===== src/design/hlc_pkg.sv =====
// Types, constants and a helper function shared by the line clipper modules.
package hlc_pkg;

	localparam int NPLANES = 6;
	localparam int TFRAC   = 30;
	localparam int TBITS   = TFRAC + 1;
	localparam int QDEPTH  = 4;
	localparam int QPTR_W  = $clog2(QDEPTH);
	localparam int QCNT_W  = $clog2(QDEPTH + 1);
	localparam logic [TBITS-1:0] TONE = TBITS'(1) << TFRAC;

	typedef struct packed {
		logic signed [31:0] a_x;
		logic signed [31:0] a_y;
		logic signed [31:0] a_z;
		logic signed [31:0] a_w;
		logic signed [31:0] b_x;
		logic signed [31:0] b_y;
		logic signed [31:0] b_z;
		logic signed [31:0] b_w;
	} seg_t;

	typedef struct packed {
		logic               visible;
		logic signed [31:0] out_a_x;
		logic signed [31:0] out_a_y;
		logic signed [31:0] out_a_z;
		logic signed [31:0] out_a_w;
		logic signed [31:0] out_b_x;
		logic signed [31:0] out_b_y;
		logic signed [31:0] out_b_z;
		logic signed [31:0] out_b_w;
	} clip_t;

	typedef struct packed {
		seg_t                         seg;
		logic                         code_a_nz;
		logic                         code_b_nz;
		logic                         rej;
		logic [NPLANES-1:0]           exit_m;
		logic [NPLANES-1:0]           entry_m;
		logic [NPLANES-1:0][33:0]     num;
		logic [NPLANES-1:0][34:0]     den;
	} ent_t;

	function automatic logic [31:0] sat32(input logic signed [36:0] v);
		logic [31:0] r;
		if (v > 37'sd2147483647) begin
			r = 32'h7FFF_FFFF;
		end else if (v < -37'sd2147483648) begin
			r = 32'h8000_0000;
		end else begin
			r = v[31:0];
		end
		return r;
	endfunction

endpackage


===== src/design/hlc_front.sv =====
// Front end: boundary values, outcodes and crossing operands for one segment.
module hlc_front (
	input  hlc_pkg::seg_t seg,
	output hlc_pkg::ent_t ent
);

	logic signed [33:0] ca [hlc_pkg::NPLANES];
	logic signed [33:0] cb [hlc_pkg::NPLANES];
	logic [hlc_pkg::NPLANES-1:0] code_a;
	logic [hlc_pkg::NPLANES-1:0] code_b;
	logic [33:0] mag_a [hlc_pkg::NPLANES];
	logic [33:0] mag_b [hlc_pkg::NPLANES];

	always_comb begin
		ca[0] = 34'(seg.a_w) + 34'(seg.a_x);
		ca[1] = 34'(seg.a_w) - 34'(seg.a_x);
		ca[2] = 34'(seg.a_w) + 34'(seg.a_y);
		ca[3] = 34'(seg.a_w) - 34'(seg.a_y);
		ca[4] = 34'(seg.a_w) + 34'(seg.a_z);
		ca[5] = 34'(seg.a_w) - 34'(seg.a_z);
		cb[0] = 34'(seg.b_w) + 34'(seg.b_x);
		cb[1] = 34'(seg.b_w) - 34'(seg.b_x);
		cb[2] = 34'(seg.b_w) + 34'(seg.b_y);
		cb[3] = 34'(seg.b_w) - 34'(seg.b_y);
		cb[4] = 34'(seg.b_w) + 34'(seg.b_z);
		cb[5] = 34'(seg.b_w) - 34'(seg.b_z);
		for (int i = 0; i < hlc_pkg::NPLANES; i++) begin
			code_a[i] = (ca[i] <= 34'sd0);
			code_b[i] = (cb[i] <= 34'sd0);
			mag_a[i] = ca[i][33] ? 34'(-ca[i]) : 34'(ca[i]);
			mag_b[i] = cb[i][33] ? 34'(-cb[i]) : 34'(cb[i]);
			ent.num[i] = mag_a[i];
			ent.den[i] = 35'(mag_a[i]) + 35'(mag_b[i]);
			ent.exit_m[i] = cb[i][33];
			ent.entry_m[i] = !cb[i][33] && ca[i][33];
		end
		ent.seg = seg;
		ent.code_a_nz = |code_a;
		ent.code_b_nz = |code_b;
		ent.rej = |(code_a & code_b);
	end

endmodule


===== config.mk =====
export PLATFORM = sky130hd
export DESIGN_NAME = hlc_front
export DESIGN_NICKNAME = d
export VERILOG_FILES = /design/src/design/hlc_pkg.sv /design/src/design/hlc_front.sv
export SDC_FILE = /design/constraint.sdc
export NUM_CORES = 2
export LEC_CHECK = 0
export BUFFER_PORTS_ARGS = -buffer_cell sky130_fd_sc_hd__buf_4
export CORE_AREA = 3 3 363 365
export DETAILED_ROUTE_END_ITERATION = 10
export DIE_AREA = 0 0 366 368
export GPL_TIMING_DRIVEN = 0
export PLACE_DENSITY = 0.58
export SETUP_SLACK_MARGIN = 0.02
export SLEW_MARGIN = 15
export SYNTH_ARGS = -nofsm -noshare
export SYNTH_HDL_FRONTEND = slang
export SYNTH_SLANG_ARGS = --single-unit

===== constraint.sdc =====
create_clock -name vclk -period 42.5
set_clock_uncertainty 0.15 [all_clocks]
set_input_delay 12.75 -clock vclk [all_inputs]
set_output_delay 12.75 -clock vclk [all_outputs]
set_load 0.1 [all_outputs]

==> flow_summary.json <==
{
  "start_kind": "input port",
  "design.seq.count": 0,
  "top_layer": "met5",
  "die_area_um2": 135000,
  "layout-drive-gt1-share_pct": 19.7,
  "cp_common_cell": "a21boi_0",
  "io_buffers": 929,
  "pre_cts_slack_ns": 6.98,
  "synth_most_common_cell": "xnor2_1",
  "timing.final.crit_period_ns": 35.88,
  "fin_area_um2": 49800,
  "finalHoldViolCount": 0,
  "maxSlewHeadroom_pct": -118,
  "hold_path_depth": 3,
  "synth_cells": 6001,
  "synth_commonest_cells": "655 x xnor2_1, 599 x ha_1, 596 x nor2_1",
  "area_growth_pct": 22.9,
  "gp_congestion": 1.02,
  "yosysTopAreaCell": "ha_1",
  "io_pins": 941,
  "cp-startpoint": "seg[129]",
  "die_w_um": 366,
  "antenna_found_initial": 19,
  "tightest_slew_ns": 3.23,
  "final_nets": 7825,
  "synth_top_area_share_pct": 18.5,
  "fin_setup_tns_ns": 0,
  "wl_met2_mm": 98.2,
  "postRouteWirelength_mm": 212,
  "netlist-cell-type-count": 106,
  "syn_area_um2": 40600,
  "firstDrtPassIters": 6,
  "endpoint": "ent[32]",
  "grt_pass1_wl_mm": 300,
  "post_cts_resized": 0,
  "hpwl_mm": 184,
  "seq_area_um2": 0,
  "wl_per_cell_um": 24.4,
  "worstSetupPathType": "in -> out",
  "postSynthAreaPerCell_um2": 6.76,
  "failed_checks": "max-slew violations",
  "cts_setup_buffers": 0,
  "initial_core_util_pct": 31.4,
  "setup_slack_ns": 6.62,
  "rows": 132,
  "grt_max_degree": 12,
  "core_um2": 129000,
  "drt-met1-wl_mm": 90.2,
  "dr_wl_met3_mm": 14.3,
  "setup_viol_count_final": 0,
  "crit_required_ns": 29.60,
  "clock_buffers": 0,
  "synth_warnings": 0,
  "status": "finished with violations",
  "postRouteAntennaNets": 0,
  "grt_use_total_pct": 29.4,
  "vias": 47600,
  "whs_ns": 25.81,
  "clock.fmax_mhz": 27.9,
  "period_share_pct": 84.4,
  "end_kind": "output pin",
  "slew_violations": 4,
  "drc_errors": 0,
  "maxCapViolCount": 0,
  "rsz0062_at_grt": "false",
  "hold_class": "in -> out",
  "multi_input_area_um2": 36000,
  "grt_pass1_vias": 45100,
  "fillCellCount": 14100,
  "crit_slowest_cell": "o311ai_1",
  "die_y_um": 368,
  "cp_max_fo": 11,
  "ys_seq_area_share_pct": 0,
  "via_per_inst": 5.47,
  "overflow": 0,
  "synth.area.top_cells": "ha_1 18%, xnor2_1 14%, a21oi_1 6.7%",
  "cp.arrival_ns": 22.98,
  "slowest_delay_ns": 0.70,
  "postCtsHoldBufs": 0,
  "drtIter0Drc": 3938,
  "post_dp_cell_area_um2": 49800
}
[per-stage QoR]
| step | cells | utilization (%) |
|---|---|---|
| floorplan | 6018 | - |
| global placement | 8689 | 38.5 |
| detailed placement | 8692 | 38.6 |
| CTS | 8692 | 38.6 |
| global route | 8694 | 38.6 |
| finish | 8702 | 38.6 |
[worst min path at each step]
stage / slack (ns) / start / to
finish: 25.81 / seg[222] / ent[651]
global route: 25.82 / seg[160] / ent[589]
CTS: 25.81 / seg[222] / ent[651]
detailed placement: 25.81 / seg[222] / ent[651]
global placement: 25.81 / seg[222] / ent[651]
floorplan: 25.56 / seg[0] / ent[429]
[kinds of logic (layout without fill, tap and decap cells)]
kind of cell,Yosys count,after routing,synth area share [%]
fa+ha+maj,617,617,19.4
buf+inv,943,1875,11.3
other cells,1,28,0.00925
compound gates,1779,1779,29.0
mux,16,16,0.407
simple gates,1815,1815,21.9
xor+xnor,830,830,18.0
[worst max-delay path: cells and delay by family]
| family | cells | cell delay, ns |
|---|---|---|
| xor gates and xnor gates | 2 | 0.89 |
| buffers and inverters | 5 | 2.17 |
| and+or+nand+nor | 3 | 0.51 |
| AOI/OAI and AO/OA | 20 | 5.78 |
| adders and majority gates | 2 | 0.83 |
[placed cells by master (no fill, tap or decap), types with 141 or more instances in the layout]
cell type / netlist / routed
a21o_1: 151 / 151
a21oi_1: 546 / 546
buf_4: 271 / 1201
clkbuf_1: 141 / 141
ha_1: 599 / 599
inv_1: 485 / 485
nand2_1: 348 / 348
nor2_1: 596 / 596
nor3_1: 156 / 156
o21ai_0: 296 / 296
xnor2_1: 655 / 655
xor2_1: 171 / 171
[per-layer routing]
layer  track usage (%)  vias to the layer above
met5                 0                        -
met4              11.0                        2
met3              3.61                      247
met2              50.5                     1837
met1              37.6                    22600
li1                  -                    23000
[layout make-up]
cell class,count,share of cell area (%)
tap,1742,4.37
inverter,498,3.75
antenna,10,0.0502
multi-input combinational,5075,72.3
buffer,445,5.45
timing repair buffer,932,14.0
Power is left out: the tool's default activity adds up to more than one toggle a clock period on the data nets, which glitch-free logic cannot reach.
