===== config.mk =====
export PLATFORM = sky130hd
export DESIGN_NAME = hlc_fifo
export DESIGN_NICKNAME = d
export VERILOG_FILES = /design/src/design/hlc_pkg.sv /design/src/design/hlc_fifo.sv
export SDC_FILE = /design/constraint.sdc
export NUM_CORES = 2
export LEC_CHECK = 0
export BUFFER_PORTS_ARGS = -buffer_cell sky130_fd_sc_hd__buf_4
export CAP_MARGIN = 30
export CORE_AREA = 2 2 538 540
export DETAILED_ROUTE_END_ITERATION = 8
export DIE_AREA = 0 0 540 542
export SYNTH_ARGS = -nofsm -noshare
export SYNTH_HDL_FRONTEND = slang
export SYNTH_SLANG_ARGS = --single-unit

===== constraint.sdc =====
create_clock -name clk -period 17.47 [get_ports clk]
set_clock_uncertainty 0.15 [all_clocks]
set_input_delay 0.8735 -clock clk [delete_from_list [all_inputs] [get_ports clk]]
set_output_delay 0.8735 -clock clk [all_outputs]
set_load 0.01 [all_outputs]

===== src/design/hlc_pkg.sv =====
// Types, constants and a helper function shared by the line clipper modules.
package hlc_pkg;

	localparam int NPLANES = 6;
	localparam int TFRAC   = 30;
	localparam int TBITS   = TFRAC + 1;
	localparam int QDEPTH  = 4;
	localparam int QPTR_W  = $clog2(QDEPTH);
	localparam int QCNT_W  = $clog2(QDEPTH + 1);
	localparam logic [TBITS-1:0] TONE = TBITS'(1) << TFRAC;

	typedef struct packed {
		logic signed [31:0] a_x;
		logic signed [31:0] a_y;
		logic signed [31:0] a_z;
		logic signed [31:0] a_w;
		logic signed [31:0] b_x;
		logic signed [31:0] b_y;
		logic signed [31:0] b_z;
		logic signed [31:0] b_w;
	} seg_t;

	typedef struct packed {
		logic               visible;
		logic signed [31:0] out_a_x;
		logic signed [31:0] out_a_y;
		logic signed [31:0] out_a_z;
		logic signed [31:0] out_a_w;
		logic signed [31:0] out_b_x;
		logic signed [31:0] out_b_y;
		logic signed [31:0] out_b_z;
		logic signed [31:0] out_b_w;
	} clip_t;

	typedef struct packed {
		seg_t                         seg;
		logic                         code_a_nz;
		logic                         code_b_nz;
		logic                         rej;
		logic [NPLANES-1:0]           exit_m;
		logic [NPLANES-1:0]           entry_m;
		logic [NPLANES-1:0][33:0]     num;
		logic [NPLANES-1:0][34:0]     den;
	} ent_t;

	function automatic logic [31:0] sat32(input logic signed [36:0] v);
		logic [31:0] r;
		if (v > 37'sd2147483647) begin
			r = 32'h7FFF_FFFF;
		end else if (v < -37'sd2147483648) begin
			r = 32'h8000_0000;
		end else begin
			r = v[31:0];
		end
		return r;
	endfunction

endpackage


===== src/design/hlc_fifo.sv =====
// Short queue between the front end and the back end.
module hlc_fifo (
	input  logic          clk,
	input  logic          arst_n,
	input  logic          push,
	input  hlc_pkg::ent_t push_word,
	output logic          full,
	output logic          rd_valid_q,
	output hlc_pkg::ent_t rd_word_q
);

	hlc_pkg::ent_t mem [hlc_pkg::QDEPTH];
	logic [hlc_pkg::QPTR_W-1:0] wr_ptr_q;
	logic [hlc_pkg::QPTR_W-1:0] rd_ptr_q;
	logic [hlc_pkg::QCNT_W-1:0] cnt_q;
	logic pop;

	assign full = (cnt_q == hlc_pkg::QCNT_W'(hlc_pkg::QDEPTH));
	assign pop  = (cnt_q != '0);

	always_ff @(posedge clk) begin
		if (push) begin
			mem[wr_ptr_q] <= push_word;
		end
		if (pop) begin
			rd_word_q <= mem[rd_ptr_q];
		end
	end

	always_ff @(posedge clk or negedge arst_n) begin
		if (!arst_n) begin
			wr_ptr_q   <= '0;
			rd_ptr_q   <= '0;
			cnt_q      <= '0;
			rd_valid_q <= 1'b0;
		end else begin
			rd_valid_q <= pop;
			if (push) begin
				wr_ptr_q <= wr_ptr_q + 1'b1;
			end
			if (pop) begin
				rd_ptr_q <= rd_ptr_q + 1'b1;
			end
			cnt_q <= cnt_q + hlc_pkg::QCNT_W'(push) - hlc_pkg::QCNT_W'(pop);
		end
	end

`ifndef ASSERT_OFF
	a_cnt_range: assert property (@(posedge clk) disable iff (!arst_n)
		cnt_q <= hlc_pkg::QCNT_W'(hlc_pkg::QDEPTH)) else $error("queue count overflow");
	a_no_push_full: assert property (@(posedge clk) disable iff (!arst_n)
		!(push && full)) else $error("push into full queue");
	a_pop_valid: assert property (@(posedge clk) disable iff (!arst_n)
		pop |=> rd_valid_q) else $error("popped word not presented");
`endif

endmodule


==> results.sh <==
export IMPL_critPathLaunch="cnt_q[2]"
export IMPL_dpl_instance_area_um2=134600
export IMPL_slowest_stage="buf_4"
export IMPL_netlist_top_cell_by_area="edfxtp_1"
export IMPL_synth_cell_types=19
export IMPL_worst_pin_slew_ns=1.056
export IMPL_drtPass1Iterations=5
export IMPL_worstSkewPairLatency_ns=0.90
export IMPL_grt_overflow=0
export IMPL_syn_instance_count=4298
export IMPL_drive_gt1_frac=0.3805
export IMPL_core_um2=286900
export IMPL_powerDensity_nw_per_um2=173.0
export IMPL_mostFrequentLayoutCell="edfxtp_1"
export IMPL_avgSynthCellArea_um2=27.87
export IMPL_crit_type="reg -> reg"
export IMPL_peakVddDrop_mv=0.1298
export IMPL_synth_area_um2=119800
export IMPL_clkTransAtPathRegs_ns=0.06
export IMPL_fmax_ghz=0.1953
export IMPL_clkSinkCount=3433
export IMPL_crit_chain="or3_4 -> buf_12 -> buf_4 -> buf_4 -> buf_12"
export IMPL_htree_levels=5
export IMPL_die_h_um=542
export IMPL_post_route_period_util=0.2930
export IMPL_io_pins=1375
export IMPL_cp_data_required_time_ns=17.82
export IMPL_grt_pass1_vias=58750
export IMPL_die_x_um=540
export IMPL_stdcell_count=10790
export IMPL_viasPerCell=5.194
export IMPL_path_max_fanout=133
export IMPL_p_leak_nw=52.34
export IMPL_crit_buf_inv=4
export IMPL_grt_pass1_wl_mm=425.1
export IMPL_io_buffer_count=1374
export IMPL_placementRows=197
export IMPL_cts_tree="built"
export IMPL_gp_congestion=0.7916
export IMPL_cap_violations=0
export IMPL_rsz0062_at_grt="no"
export IMPL_drv_slew=0
export IMPL_yosys_warnings=0
export IMPL_critPathTopFamily="buffers and inverters"
export IMPL_run_status="complete, no violations"
export IMPL_critPathMaxStageDelay_ns=0.80
export IMPL_nNetsFinal=7339
export IMPL_die_area_um2=292700
export IMPL_cp_end_kind="flop"
export IMPL_antenna_found_initial=104
export IMPL_cp_arrival_ns=5.47
export IMPL_cts_root_buffer="clkbuf_16"
export IMPL_timing_setup_tns_ns=0
export IMPL_first_iter_violations=4507
export IMPL_ant_nets=0
export IMPL_grt_max_degree=136
export IMPL_clockBufferDepth=4
export IMPL_mostFrequentLayoutCells="edfxtp_1 (3425), buf_4 (1437), mux4_2 (685)"
export IMPL_area_delta_synth_final_pct=27.83
export IMPL_final_area_um2=153100
export IMPL_start_util=0.4174
export IMPL_drc=0
export IMPL_vias=56020
export IMPL_cts_buffers=355
export IMPL_seq_area_frac_synth=0.8604
export IMPL_final_min_clock_period_ns=5.119
export IMPL_placedCellCount=9381
export IMPL_finalWirelength_mm=300.9
export IMPL_wl_per_cell_um=27.90
export IMPL_synth_top_area_share=0.8587
export IMPL_r2r_start="cnt_q[2]"
export IMPL_synth_area_leaders="edfxtp_1 (86%), mux4_2 (13%), buf_6 (0.46%)"
export IMPL_hold_path_class="in -> reg"
export IMPL_synth_seq_cells=3433
export IMPL_hold_start="push_word[599]"
export IMPL_setup_viol=0
export IMPL_syn_nets=4993
export IMPL_power_w=0.02649
export IMPL_max_slew_margin=0.2960
export IMPL_track_usage=0.2011
export IMPL_post_cts_buffers=0
export IMPL_worst_setup_path_start_kind="flop"
export IMPL_hpwl_mm=193.8
export IMPL_hold_viol_final=0
==> final timing paths <==
kind	to	slack, ns	depth (start not counted)
worst max-delay path	rd_word_q[280]	12.35	5
worst max register to register	rd_word_q[280]	12.35	5
max in group asynchronous	rd_ptr_q[1]	16.74	2
worst min register to register	wr_ptr_q[0]	0.39	1
min in group asynchronous	rd_valid_q	0.23	2
worst min-delay path	mem[3][599]	0.11	1
==> cell type report <==
class,count,area [um2]
clock inverters,201,2042
well taps,3781,4731
clock buffers,430,9281
flip-flops and latches,3433,103100
diodes,87,217.7
fillers,21730,133800
multi-input cells,706,15640
inverters,6,22.52
repair buffers,2142,18120
==> metal layers <==
layer / global-route usage / wire length, um / up-vias
li1: - / - / 23470
met1: 0.2517 / 114500 / 29800
met2: 0.3344 / 149600 / 2154
met3: 0.06227 / 26510 / 550
met4: 0.06501 / 10020 / 50
met5: 0 / 308 / -
==> power breakdown <==
group          internal, W  switching, W  total (W)
clock              0.00423       0.00311    0.00733
sequential          0.0118      0.000752     0.0125
combinational      0.00297       0.00366    0.00663
total               0.0190       0.00752     0.0265
==> kinds of logic after synthesis <==
logic type | share of synthesized area
AO/OA/AOI/OAI | 0.0001045
AND/OR/NAND/NOR | 0.0003447
multiplexers | 0.1288
flip-flops | 0.8604
adder cells (fa/ha/maj) | 0.0007939
buffers and inverters | 0.009183
XOR/XNOR | 0.0003657
==> stage by stage <==
step	hold WS [ns]	util	setup slack, ns
2_1_floorplan	0.3436	-	0.06886
3_3_place_gp	0.3909	0.4688	11.54
3_5_place_dp	0.3835	0.4692	11.82
4_1_cts	0.009007	0.5325	12.19
5_1_grt	0.03840	0.5331	12.03
6_report	0.1057	0.5336	12.35
==> sequential cells by signal, indices dropped and copies added (netlist names) <==
name        cells
rd_word_q     685
wr_ptr_q        2
rd_ptr_q        2
rd_valid_q      1
cnt_q           3
mem          2740
==> cell usage after synthesis, drive strengths merged <==
master  instances
and2            4
and3            1
buf           117
clkbuf         36
dfrtp           8
edfxtp       3425
fa              1
ha              6
inv             6
mux4          685
nand2           1
o21ai           1
o31ai           1
or3             1
xnor2           3
xor2            2
==> repair_timing <==
item                       4_1_cts  5_1_grt
setup endpoints to repair        0        0
hold endpoints to repair      2733        0
gates resized for setup          0        0
hold buffers                   683        0
Power figures use the tool's default switching activity.
